**config.mk**
```make
export PLATFORM = sky130hd
export DESIGN_NAME = data_literal_lexer
export DESIGN_NICKNAME = d
export VERILOG_FILES = /design/src/rtl/dll_pkg.sv /design/src/rtl/dll_core.sv /design/src/rtl/dll_resq.sv /design/src/rtl/data_literal_lexer.sv
export SDC_FILE = /design/constraint.sdc
export NUM_CORES = 1
export LEC_CHECK = 0
export ABC_AREA = 1
export BUFFER_PORTS_ARGS = -buffer_cell sky130_fd_sc_hd__buf_4
export CAP_MARGIN = 40
export CORE_ASPECT_RATIO = 0.9
export CORE_MARGIN = 4
export CORE_UTILIZATION = 39
export CTS_CLUSTER_DIAMETER = 150
export DETAILED_ROUTE_END_ITERATION = 10
export SLEW_MARGIN = 20
export SYNTH_ARGS = -nofsm -noshare
export SYNTH_HDL_FRONTEND = slang
export SYNTH_SLANG_ARGS = --single-unit
```
**constraint.sdc**
```tcl
create_clock -name i_clk -period 7 [get_ports i_clk]
set_input_delay 0.35 -clock i_clk [delete_from_list [all_inputs] [get_ports i_clk]]
set_output_delay 0.35 -clock i_clk [all_outputs]
set_load 0.05 [all_outputs]
```
**src/rtl/dll_pkg.sv**
```systemverilog
// shared types and constants for the data literal lexer
// result word layout, result kinds, error codes and result queue size
// no dependencies
package dll_pkg;

    // result kinds
    localparam logic [2:0] KIND_PUSH  = 3'd0;
    localparam logic [2:0] KIND_POP   = 3'd1;
    localparam logic [2:0] KIND_VALUE = 3'd2;
    localparam logic [2:0] KIND_FRAC  = 3'd3;
    localparam logic [2:0] KIND_ERROR = 3'd4;

    // error codes
    localparam logic ERR_CHAR   = 1'b0;
    localparam logic ERR_ESCAPE = 1'b1;

    // field widths
    localparam int RUNE_W  = 21;
    localparam int VALUE_W = 64;
    localparam int FRAC_W  = 8;

    // result queue entries, a power of two
    localparam int RQ_DEPTH = 4;
    localparam int RQ_PTR_W = $clog2(RQ_DEPTH);
    localparam int RQ_CNT_W = $clog2(RQ_DEPTH + 1);

    // one result word
    typedef struct packed {
        logic [2:0]         kind;
        logic [VALUE_W-1:0] value;
        logic [FRAC_W-1:0]  frac;
        logic               err;
        logic               sat;
        logic               last;
    } t_result;

    // up to two results caused by one rune
    typedef struct packed {
        logic [1:0] num;
        t_result    res0;
        t_result    res1;
    } t_pair;

    // build a result word with last cleared
    function automatic t_result mk_res(input logic [2:0] kind,
                                       input logic [VALUE_W-1:0] value,
                                       input logic [FRAC_W-1:0] frac,
                                       input logic err,
                                       input logic sat);
        t_result res;
        res.kind  = kind;
        res.value = value;
        res.frac  = frac;
        res.err   = err;
        res.sat   = sat;
        res.last  = 1'b0;
        return res;
    endfunction

endpackage

```
**src/rtl/dll_core.sv**
```systemverilog
// lexer state and per-rune decode: each rune is handled in the cycle it is accepted
// produces up to two results per accepted rune for the result queue
// depends on dll_pkg
module dll_core (
    input  logic                        i_clk,
    input  logic                        i_rst_n,
    input  logic                        i_valid,
    input  logic [dll_pkg::RUNE_W-1:0]  i_rune,
    input  logic                        i_eoi,
    output dll_pkg::t_pair              o_pair
);

    typedef enum logic [10:0] {
        M_NORMAL  = 11'b000_0000_0001,
        M_COMMENT = 11'b000_0000_0010,
        M_IDENT   = 11'b000_0000_0100,
        M_ZERO    = 11'b000_0000_1000,
        M_BIN     = 11'b000_0001_0000,
        M_OCT     = 11'b000_0010_0000,
        M_DEC     = 11'b000_0100_0000,
        M_HEX     = 11'b000_1000_0000,
        M_FRAC    = 11'b001_0000_0000,
        M_STRING  = 11'b010_0000_0000,
        M_ESCAPE  = 11'b100_0000_0000
    } t_mode;

    // ascii codes
    localparam logic [6:0] CH_TAB    = 7'h09;
    localparam logic [6:0] CH_CR     = 7'h0D;
    localparam logic [6:0] CH_NL     = 7'h0A;
    localparam logic [6:0] CH_SPACE  = 7'h20;
    localparam logic [6:0] CH_QUOTE  = 7'h22;
    localparam logic [6:0] CH_HASH   = 7'h23;
    localparam logic [6:0] CH_DOT    = 7'h2E;
    localparam logic [6:0] CH_ZERO   = 7'h30;
    localparam logic [6:0] CH_NINE   = 7'h39;
    localparam logic [6:0] CH_UP_A   = 7'h41;
    localparam logic [6:0] CH_UP_Z   = 7'h5A;
    localparam logic [6:0] CH_BSLASH = 7'h5C;
    localparam logic [6:0] CH_USCORE = 7'h5F;
    localparam logic [6:0] CH_LO_A   = 7'h61;
    localparam logic [6:0] CH_LO_B   = 7'h62;
    localparam logic [6:0] CH_LO_E   = 7'h65;
    localparam logic [6:0] CH_LO_F   = 7'h66;
    localparam logic [6:0] CH_LO_N   = 7'h6E;
    localparam logic [6:0] CH_LO_O   = 7'h6F;
    localparam logic [6:0] CH_LO_R   = 7'h72;
    localparam logic [6:0] CH_LO_T   = 7'h74;
    localparam logic [6:0] CH_LO_V   = 7'h76;
    localparam logic [6:0] CH_LO_X   = 7'h78;
    localparam logic [6:0] CH_LO_Z   = 7'h7A;
    localparam logic [6:0] CH_LBRACE = 7'h7B;
    localparam logic [6:0] CH_RBRACE = 7'h7D;
    localparam logic [5:0] NO_DIGIT  = 6'd63;

    localparam int VW = dll_pkg::VALUE_W;
    localparam int FW = dll_pkg::FRAC_W;

    t_mode            r_mode, n_mode;
    logic [VW-1:0]    r_acc, n_acc;
    logic             r_ovf, n_ovf;
    logic [FW-1:0]    r_cnt, n_cnt;
    logic             r_halt, n_halt;

    // rune classes
    logic       is_ascii;
    logic [6:0] ch;
    logic       is_space, is_digit, is_upper, is_lower, is_letter;
    logic [5:0] d_val;
    logic       esc_ok;
    logic [6:0] esc_code;

    assign is_ascii  = (i_rune[dll_pkg::RUNE_W-1:7] == '0);
    assign ch        = i_rune[6:0];
    assign is_space  = is_ascii && (ch == CH_SPACE || (ch >= CH_TAB && ch <= CH_CR));
    assign is_digit  = is_ascii && ch >= CH_ZERO && ch <= CH_NINE;
    assign is_upper  = is_ascii && ch >= CH_UP_A && ch <= CH_UP_Z;
    assign is_lower  = is_ascii && ch >= CH_LO_A && ch <= CH_LO_Z;
    assign is_letter = is_upper || is_lower;

    // digit value in any base up to 36
    always_comb begin
        d_val = NO_DIGIT;
        if (is_digit) begin
            d_val = 6'(ch - CH_ZERO);
        end else if (is_lower) begin
            d_val = 6'(ch - CH_LO_A) + 6'd10;
        end else if (is_upper) begin
            d_val = 6'(ch - CH_UP_A) + 6'd10;
        end
    end

    // escape letters
    always_comb begin
        esc_ok   = is_ascii;
        esc_code = 7'd0;
        case (ch)
            CH_LO_A:   esc_code = 7'd7;
            CH_LO_B:   esc_code = 7'd8;
            CH_LO_E:   esc_code = 7'd27;
            CH_LO_F:   esc_code = 7'd12;
            CH_LO_N:   esc_code = 7'd10;
            CH_LO_R:   esc_code = 7'd13;
            CH_LO_T:   esc_code = 7'd9;
            CH_LO_V:   esc_code = 7'd11;
            CH_BSLASH: esc_code = CH_BSLASH;
            CH_QUOTE:  esc_code = CH_QUOTE;
            default:   esc_ok   = 1'b0;
        endcase
    end

    // rune taken in normal mode, independent of state
    t_mode            nrm_mode;
    logic [VW-1:0]    nrm_acc;
    logic             nrm_emit;
    logic             nrm_halt;
    dll_pkg::t_result nrm_res;

    always_comb begin
        nrm_mode = M_NORMAL;
        nrm_acc  = '0;
        nrm_emit = 1'b0;
        nrm_halt = 1'b0;
        nrm_res  = dll_pkg::mk_res(dll_pkg::KIND_PUSH, '0, '0, 1'b0, 1'b0);
        if (is_space) begin
            nrm_mode = M_NORMAL;
        end else if (is_ascii && ch == CH_ZERO) begin
            nrm_mode = M_ZERO;
        end else if (is_digit) begin
            nrm_mode = M_DEC;
            nrm_acc  = VW'(d_val);
        end else if (is_ascii && ch == CH_QUOTE) begin
            nrm_mode = M_STRING;
        end else if (is_letter) begin
            nrm_mode = M_IDENT;
        end else if (is_ascii && ch == CH_HASH) begin
            nrm_mode = M_COMMENT;
        end else if (is_ascii && ch == CH_LBRACE) begin
            nrm_emit = 1'b1;
        end else if (is_ascii && ch == CH_RBRACE) begin
            nrm_emit = 1'b1;
            nrm_res  = dll_pkg::mk_res(dll_pkg::KIND_POP, '0, '0, 1'b0, 1'b0);
        end else begin
            nrm_emit = 1'b1;
            nrm_halt = 1'b1;
            nrm_res  = dll_pkg::mk_res(dll_pkg::KIND_ERROR, '0, '0,
                                       dll_pkg::ERR_CHAR, 1'b0);
        end
    end

    // candidate accumulator values and their overflow conditions
    logic [VW+3:0] mul10;
    logic          ovf10, ovf2, ovf8, ovf16;
    logic [VW-1:0] acc2, acc8, acc16;

    assign mul10 = ({4'b0, r_acc} << 3) + ({4'b0, r_acc} << 1) + (VW+4)'(d_val);
    assign ovf10 = |mul10[VW+3:VW];
    assign ovf2  = r_acc[VW-1];
    assign ovf8  = |r_acc[VW-1:VW-3];
    assign ovf16 = |r_acc[VW-1:VW-4];
    assign acc2  = {r_acc[VW-2:0], d_val[0]};
    assign acc8  = {r_acc[VW-4:0], d_val[2:0]};
    assign acc16 = {r_acc[VW-5:0], d_val[3:0]};

    // mode step
    logic             emit_a;
    dll_pkg::t_result res_a;
    logic             go_normal;
    logic             acc_en;
    logic             acc_over;
    logic [VW-1:0]    acc_next;
    logic             is_usc;

    assign is_usc = is_ascii && ch == CH_USCORE;

    always_comb begin
        n_mode    = r_mode;
        n_acc     = r_acc;
        n_ovf     = r_ovf;
        n_cnt     = r_cnt;
        n_halt    = r_halt;
        emit_a    = 1'b0;
        res_a     = dll_pkg::mk_res(dll_pkg::KIND_VALUE, r_acc, '0, 1'b0, r_ovf);
        go_normal = 1'b0;
        acc_en    = 1'b0;
        acc_over  = 1'b0;
        acc_next  = r_acc;
        if (i_valid && i_eoi) begin
            n_mode = M_NORMAL;
            n_acc  = '0;
            n_ovf  = 1'b0;
            n_cnt  = '0;
            n_halt = 1'b0;
        end else if (i_valid && !r_halt) begin
            case (r_mode)
                M_COMMENT: begin
                    if (is_ascii && ch == CH_NL) begin
                        n_mode = M_NORMAL;
                    end
                end
                M_IDENT: begin
                    if (!(is_letter || is_digit || is_usc)) begin
                        go_normal = 1'b1;
                    end
                end
                M_ZERO: begin
                    if (is_ascii && ch == CH_LO_B) begin
                        n_mode = M_BIN;
                    end else if (is_ascii && ch == CH_LO_O) begin
                        n_mode = M_OCT;
                    end else if (is_ascii && ch == CH_LO_X) begin
                        n_mode = M_HEX;
                    end else if (is_ascii && ch == CH_DOT) begin
                        n_mode = M_FRAC;
                    end else if (is_digit) begin
                        // accumulator is zero here, so the value is the digit
                        n_mode = M_DEC;
                        n_acc  = VW'(d_val);
                    end else if (is_usc) begin
                        n_mode = M_DEC;
                    end else begin
                        emit_a    = 1'b1;
                        go_normal = 1'b1;
                    end
                end
                M_BIN: begin
                    if (d_val < 6'd2) begin
                        acc_en   = 1'b1;
                        acc_over = ovf2;
                        acc_next = acc2;
                    end else if (!is_usc) begin
                        emit_a    = 1'b1;
                        go_normal = 1'b1;
                    end
                end
                M_OCT: begin
                    if (d_val < 6'd8) begin
                        acc_en   = 1'b1;
                        acc_over = ovf8;
                        acc_next = acc8;
                    end else if (!is_usc) begin
                        emit_a    = 1'b1;
                        go_normal = 1'b1;
                    end
                end
                M_HEX: begin
                    if (d_val < 6'd16) begin
                        acc_en   = 1'b1;
                        acc_over = ovf16;
                        acc_next = acc16;
                    end else if (!is_usc) begin
                        emit_a    = 1'b1;
                        go_normal = 1'b1;
                    end
                end
                M_DEC: begin
                    if (is_digit) begin
                        acc_en   = 1'b1;
                        acc_over = ovf10;
                        acc_next = mul10[VW-1:0];
                    end else if (!is_usc) begin
                        emit_a    = 1'b1;
                        go_normal = 1'b1;
                    end
                end
                M_FRAC: begin
                    if (is_digit) begin
                        acc_en   = 1'b1;
                        acc_over = ovf10;
                        acc_next = mul10[VW-1:0];
                        if (r_cnt != '1) begin
                            n_cnt = r_cnt + 1'b1;
                        end
                    end else if (!is_usc) begin
                        emit_a    = 1'b1;
                        res_a     = dll_pkg::mk_res(dll_pkg::KIND_FRAC, r_acc, r_cnt,
                                                    1'b0, r_ovf);
                        go_normal = 1'b1;
                    end
                end
                M_STRING: begin
                    if (is_ascii && ch == CH_QUOTE) begin
                        n_mode = M_NORMAL;
                    end else if (is_ascii && ch == CH_BSLASH) begin
                        n_mode = M_ESCAPE;
                    end else begin
                        emit_a = 1'b1;
                        res_a  = dll_pkg::mk_res(dll_pkg::KIND_VALUE, VW'(i_rune), '0,
                                                 1'b0, 1'b0);
                    end
                end
                M_ESCAPE: begin
                    emit_a = 1'b1;
                    if (esc_ok) begin
                        n_mode = M_STRING;
                        res_a  = dll_pkg::mk_res(dll_pkg::KIND_VALUE, VW'(esc_code), '0,
                                                 1'b0, 1'b0);
                    end else begin
                        n_mode = M_NORMAL;
                        n_halt = 1'b1;
                        res_a  = dll_pkg::mk_res(dll_pkg::KIND_ERROR, '0, '0,
                                                 dll_pkg::ERR_ESCAPE, 1'b0);
                    end
                end
                default: begin
                    go_normal = 1'b1;
                end
            endcase

            // saturating accumulate, frozen once overflow was seen
            if (acc_en && !r_ovf) begin
                if (acc_over) begin
                    n_ovf = 1'b1;
                    n_acc = '1;
                end else begin
                    n_acc = acc_next;
                end
            end

            // rune is taken again in normal mode
            if (go_normal) begin
                n_mode = nrm_mode;
                n_acc  = nrm_acc;
                n_ovf  = 1'b0;
                n_cnt  = '0;
                n_halt = nrm_halt;
            end
        end
    end

    // assemble the result pair
    logic emit_b;

    assign emit_b = go_normal && nrm_emit;

    always_comb begin
        o_pair.num       = {1'b0, emit_a} + {1'b0, emit_b};
        o_pair.res0      = emit_a ? res_a : nrm_res;
        o_pair.res0.last = !(emit_a && emit_b);
        o_pair.res1      = nrm_res;
        o_pair.res1.last = 1'b1;
    end

    // state registers
    always_ff @(posedge i_clk) begin
        if (!i_rst_n) begin
            r_mode <= M_NORMAL;
            r_acc  <= '0;
            r_ovf  <= 1'b0;
            r_cnt  <= '0;
            r_halt <= 1'b0;
        end else begin
            r_mode <= n_mode;
            r_acc  <= n_acc;
            r_ovf  <= n_ovf;
            r_cnt  <= n_cnt;
            r_halt <= n_halt;
        end
    end

endmodule

```
**src/rtl/dll_resq.sv**
```systemverilog
// result queue: takes up to two result words a cycle, gives one a cycle when popped
// decouples the rune side from the result side
// depends on dll_pkg
module dll_resq (
    input  logic                           i_clk,
    input  logic                           i_rst_n,
    input  dll_pkg::t_pair                 i_pair,
    input  logic                           i_pop,
    output logic                           o_nonempty,
    output logic                           o_room2,
    output dll_pkg::t_result               o_head
);

    localparam int PW = dll_pkg::RQ_PTR_W;
    localparam int CW = dll_pkg::RQ_CNT_W;

    dll_pkg::t_result r_mem [dll_pkg::RQ_DEPTH];
    logic [PW-1:0]    r_wp, n_wp;
    logic [PW-1:0]    r_rp, n_rp;
    logic [CW-1:0]    r_cnt, n_cnt;
    logic [PW-1:0]    wp1;

    assign wp1        = r_wp + 1'b1;
    assign o_nonempty = (r_cnt != '0);
    assign o_room2    = (r_cnt <= CW'(dll_pkg::RQ_DEPTH - 2));
    assign o_head     = r_mem[r_rp];

    // pointer and fill count
    always_comb begin
        n_wp  = r_wp + PW'(i_pair.num);
        n_rp  = r_rp + PW'(i_pop);
        n_cnt = r_cnt + CW'(i_pair.num) - CW'(i_pop);
    end

    // result storage
    always_ff @(posedge i_clk) begin
        if (i_pair.num != 2'd0) begin
            r_mem[r_wp] <= i_pair.res0;
        end
        if (i_pair.num == 2'd2) begin
            r_mem[wp1] <= i_pair.res1;
        end
    end

    always_ff @(posedge i_clk) begin
        if (!i_rst_n) begin
            r_wp  <= '0;
            r_rp  <= '0;
            r_cnt <= '0;
        end else begin
            r_wp  <= n_wp;
            r_rp  <= n_rp;
            r_cnt <= n_cnt;
        end
    end

endmodule

```
**src/rtl/data_literal_lexer.sv**
```systemverilog
// top level of the data literal lexer: stream ports, lexer core, result queue
// depends on dll_pkg, dll_core and dll_resq
//
// One code point enters per word on the slave side and every rune is decoded
// in the cycle it is accepted; its results are queued for the master side.
// Runes go in at one per cycle as long as the result side keeps
// up; a rune that ends a literal and is itself a brace or an invalid
// character gives two words, which leave one per cycle. The four-entry
// result queue sets the rate: s_axis_tready is high while at least two
// entries are free, so a stalled master side stops input with three or four
// words queued. An end marker (tlast) clears the core state and gives no result.
module data_literal_lexer (
    input  logic        i_clk,
    input  logic        i_rst_n,
    input  logic        i_s_axis_tvalid,
    output logic        o_s_axis_tready,
    input  logic [23:0] i_s_axis_tdata,  // rune [20:0], zero [23:21]
    input  logic        i_s_axis_tlast,  // end_of_input
    output logic        o_m_axis_tvalid,
    input  logic        i_m_axis_tready,
    output logic [79:0] o_m_axis_tdata,  // value [63:0], fraction_digits [71:64],
                                         // error_code [72], saturated [73], zero [79:74]
    output logic [2:0]  o_m_axis_tuser,  // kind [2:0]
    output logic        o_m_axis_tlast   // last_of_run
);

    logic             s_accept;
    logic             q_room2;
    dll_pkg::t_pair   pair;
    dll_pkg::t_result head;

    assign o_s_axis_tready = q_room2;
    assign s_accept        = i_s_axis_tvalid && q_room2;

    // lexer core
    dll_core u_core (
        .i_clk   (i_clk),
        .i_rst_n (i_rst_n),
        .i_valid (s_accept),
        .i_rune  (i_s_axis_tdata[dll_pkg::RUNE_W-1:0]),
        .i_eoi   (i_s_axis_tlast),
        .o_pair  (pair)
    );

    // result queue
    dll_resq u_resq (
        .i_clk      (i_clk),
        .i_rst_n    (i_rst_n),
        .i_pair     (pair),
        .i_pop      (o_m_axis_tvalid && i_m_axis_tready),
        .o_nonempty (o_m_axis_tvalid),
        .o_room2    (q_room2),
        .o_head     (head)
    );

    // master side word
    assign o_m_axis_tdata = {6'b0, head.sat, head.err, head.frac, head.value};
    assign o_m_axis_tuser = head.kind;
    assign o_m_axis_tlast = head.last;

endmodule
```
==> reports/metrics.csv <==
stage,metric,value,unit
run_status,run_status,"finished, final reports clean",
worst_setup_path,setup.worst_path.end_class,flip-flop,
synthesis,synth-edff-count,8,
die,core,68540,um^2
timing,final-setup-viol-count,0,
worst_setup_path,max_stage_delay,0.69,ns
worst_setup_path,crit-reg2reg-launch,u_core.r_mode[0],
synthesis,yosys_register_bits,404,
worst_setup_path,worstReg2RegEnd,u_resq.r_mem[2][24],
synthesis,post_synth.cell_area_avg,6.358,um^2
worst_setup_path,worst-endpoint-required,7.46,ns
route,drt-pass1-iter-count,5,
timing,worst_pin_slew,1.021,ns
hold_path,hold_path_class,primary input to flip-flop,
route,routedWlPerCell,19.11,um
synthesis,ys_warn_count,0,
global_route,wire_length_of_the_first_global_routing_pass,153900,um
worst_setup_path,start_kind,flip-flop,
synthesis,syn_area,26980,um^2
route,num_vias,29180,
cells_and_area,area.growth.synth_to_final,11.15,%
global_route,vias_in_the_first_global_route,26160,
timing,hold_viol,0,
synthesis,fraction_of_registers_with_async_set_or_reset_after_synthesis,0,%
cts,cts-root-buf,clkbuf_16,
global_route,grt_antenna_before_repair,2,
timing,final_setup_margin,1.412,ns
timing,relSlewSlack,31.95,%
cts,cts_hold_buffers,1,
global_route,grt_use_total,25.80,%
timing,maxSlewViolCount,0,
placement,numPortBuffers,105,
worst_setup_path,worst_path_max_delay_cell,nand2_1,
hold_path,hold-path-endpoint,u_resq.r_mem[0][21],
synthesis,netlist.top_cell.by_area,dfxtp_1,
worst_setup_path,cp_cell_sequence,nor2_1 > nand2_1 > inv_2 > nand2_1 > inv_1 > nand3_1 > nand2_1 > buf_4 > nand2_1 > nand3_1 > nand2_1 > nand4_1 > inv_1 > nor3_1 > ha_1 > nand2_1 > nor2_1 > buf_4 > inv_1 > nand2_1 > inv_2 > buf_4 > nand2_1 > o21ai_0,
die,io-pin-count,115,
worst_setup_path,timing.setup.critical_path_class,flip-flop to flip-flop,
die,fp.dieW,285.2,um
placement,finalWeightedCongestion,0.9834,
timing,rsz0062_at_grt,false,
route,drt_iter0_markers,3139,
placement,pre_cts_ws,0.9930,ns
cts,clock_latency_late_sink,0.60,ns
worst_setup_path,critPathMostFrequentCell,nand2_1,
die,initial_util,39.36,%
cts,numClockSinks,404,
cts,tritoncts.num_buffers,47,
cells_and_area,drive_gt1_share,7.768,%
power_and_ir_drop,power_leakage,0.01356,uW
cts,h-tree-depth,2,
timing,fin_setup_tns,0,ns
synthesis,yosysUniqueCellTypes,60,
worst_setup_path,reg2reg_setup_slack,1.41,ns
synthesis,yosysTopAreaCellShare,29.39,%
cts,cts_tree,done,
route,remaining_drc_errors,0,
route,wirelength,98990,um
power_and_ir_drop,ir_drop,0.0001628,V
timing,fin_worst_hold_slack,0.2368,ns
timing,worst_clock_skew,0.02471,ns
die,row_count,91,
route,vias_per_cell,5.635,
die,floorplan.die_area,73450,um^2
cts,postCtsResizedCells,0,
synthesis,post_synth_main_area_contributors,"dfxtp_1 29%, nand2_1 17%, ha_1 6.5%",
global_route,globalRouteOverflowTotal,0,
cts,clockBufferDepth,3,
job,max_cap_violations,0,
worst_setup_path,worst-endpoint-arrival,6.05,ns
route,antenna_left,0,
placement,dp_hpwl,66950,um
worst_setup_path,depth_of_the_worst_register_to_register_path,24,
cells_and_area,num-nets-final,4389,
hold_path,hold_start,i_s_axis_tdata[10],
cells_and_area,final_cell_area,29980,um^2
cts,postCtsSetupRepairBufs,0,
synthesis,seq_area_frac_synth,30.28,%
cts,path_clk_slew,0.06,ns
synthesis,postSynthCellCount,4243,
hold_path,hold-path-cell-count,5,
worst_setup_path,path_max_fanout,54,
die,die_height,257.5,um
global_route,grt_start_max_net_pins,195,
power_and_ir_drop,p_per_area,253.7,nW/um^2
timing,finalCritPeriodShare,79.83,%
synthesis,dominantRegCellSynth,dfxtp_1,
timing,period_needed,5.588,ns
timing,max_clock_freq,179.0,MHz
placement,placed_area,28360,um^2
## per-layer routing
metal | routed length [um] | global-route usage, % | part of all wire [%] | vias to the layer above
li1 | - | - | - | 14230
met1 | 47310 | 39.13 | 48 | 13590
met2 | 40480 | 37.69 | 41 | 1235
met3 | 9091 | 4.624 | 9.2 | 130
met4 | 2084 | 5.988 | 2.1 | 4
met5 | 29 | 0 | 0.029 | -
## report_power, final
group | switching, uW | internal (uW)
sequential | 74.9 | 2360
clock | 1050 | 1470
combinational | 1960 | 696
total | 3080 | 4530
## cell usage in the layout (no fill, tap or decap), drive strengths merged, types with 10 or more instances in the layout
| cell | instances |
|---|---|
| nand2 | 1259 |
| nor2 | 436 |
| dfxtp | 396 |
| inv | 368 |
| o21ai | 356 |
| nand4 | 267 |
| a21oi | 221 |
| nand3 | 177 |
| buf | 159 |
| ha | 141 |
| o22ai | 113 |
| clkbuf | 68 |
| nor3 | 55 |
| or2 | 27 |
| nor4 | 24 |
| o221ai | 22 |
| o21bai | 18 |
| o2111ai | 15 |
| clkinv | 14 |
| nand3b | 12 |
| and3 | 11 |
| a21boi | 10 |
## cell families after synthesis
logic type | count (synthesis) | synth area share [%]
simple gates | 2271 | 36.38
xor+xnor | 15 | 0.4870
compound gates | 791 | 16.42
fa+ha+maj | 146 | 6.911
flops | 404 | 30.28
other cells | 1 | 0.01390
buf+inv | 615 | 9.508
## final cells by class
| class | instances | area, um^2 |
|---|---|---|
| Antenna cell | 1 | 2.502 |
| Inverter | 372 | 1403 |
| Multi-Input combinational cell | 3229 | 16310 |
| Fill cell | 7319 | 38560 |
| Clock buffer | 68 | 1335 |
| Sequential cell | 404 | 8173 |
| Clock inverter | 15 | 203.9 |
| Tap cell | 930 | 1164 |
| Timing Repair Buffer | 160 | 1389 |
## metrics by stage
| step | util (%) | std cells | total power [uW] |
|---|---|---|---|
| 5_1_grt | 43.74 | 5178 | 7909 |
| 6_report | 43.74 | 5179 | 7607 |
| 2_1_floorplan | - | 4248 | 4271 |
| 4_1_cts | 43.63 | 5175 | 7616 |
| 3_5_place_dp | 41.37 | 5091 | 5107 |
| 3_3_place_gp | 41.12 | 5082 | 5089 |
## synth_stat cells (all sizes together), types with 8 or more instances
cell type,instances
a21boi,10
a21oi,221
and3,11
buf,73
clkbuf,170
dfxtp,396
edfxtp,8
ha,141
inv,365
nand2,1259
nand3,177
nand3b,12
nand4,267
nor2,436
nor3,55
nor4,24
o2111ai,15
o21ai,356
o21bai,18
o221ai,22
o22ai,113
or2,27
xnor2,8
## flip-flops by register name, summed over array words and instances (netlist names)
signal         cells
u_core.r_mode     11
u_resq.r_cnt       3
u_resq.r_wp        2
u_core.r_acc      64
u_resq.r_mem     312
u_core.r_ovf       1
u_core.r_cnt       8
u_core.r_halt      1
u_resq.r_rp        2
## worst max-delay path, delay by kind of cell, from the launching register on
family,cells,cell delay [ns]
AND/OR/NAND/NOR,14,3.08
AO/OA/AOI/OAI,1,0.08
flip-flops,1,0.35
adder cells (fa/ha/maj),1,0.42
buffers and inverters,8,1.47
## worst max path at each step
stage	startpoint	endpoint	slack [ns]	cells after the start
6_report	u_core.r_mode[0]	u_resq.r_mem[2][24]	1.41	24
5_1_grt	u_core.r_mode[1]	u_resq.r_mem[2][46]	1.04	24
4_1_cts	u_core.r_mode[1]	u_resq.r_mem[2][50]	1.52	24
3_5_place_dp	i_s_axis_tdata[0]	u_core.r_acc[52]	0.99	33
3_3_place_gp	i_s_axis_tdata[4]	u_core.r_acc[60]	1.03	33
2_1_floorplan	i_s_axis_tdata[1]	u_core.r_acc[61]	2.62	33
(Power assumes the default switching activity.)
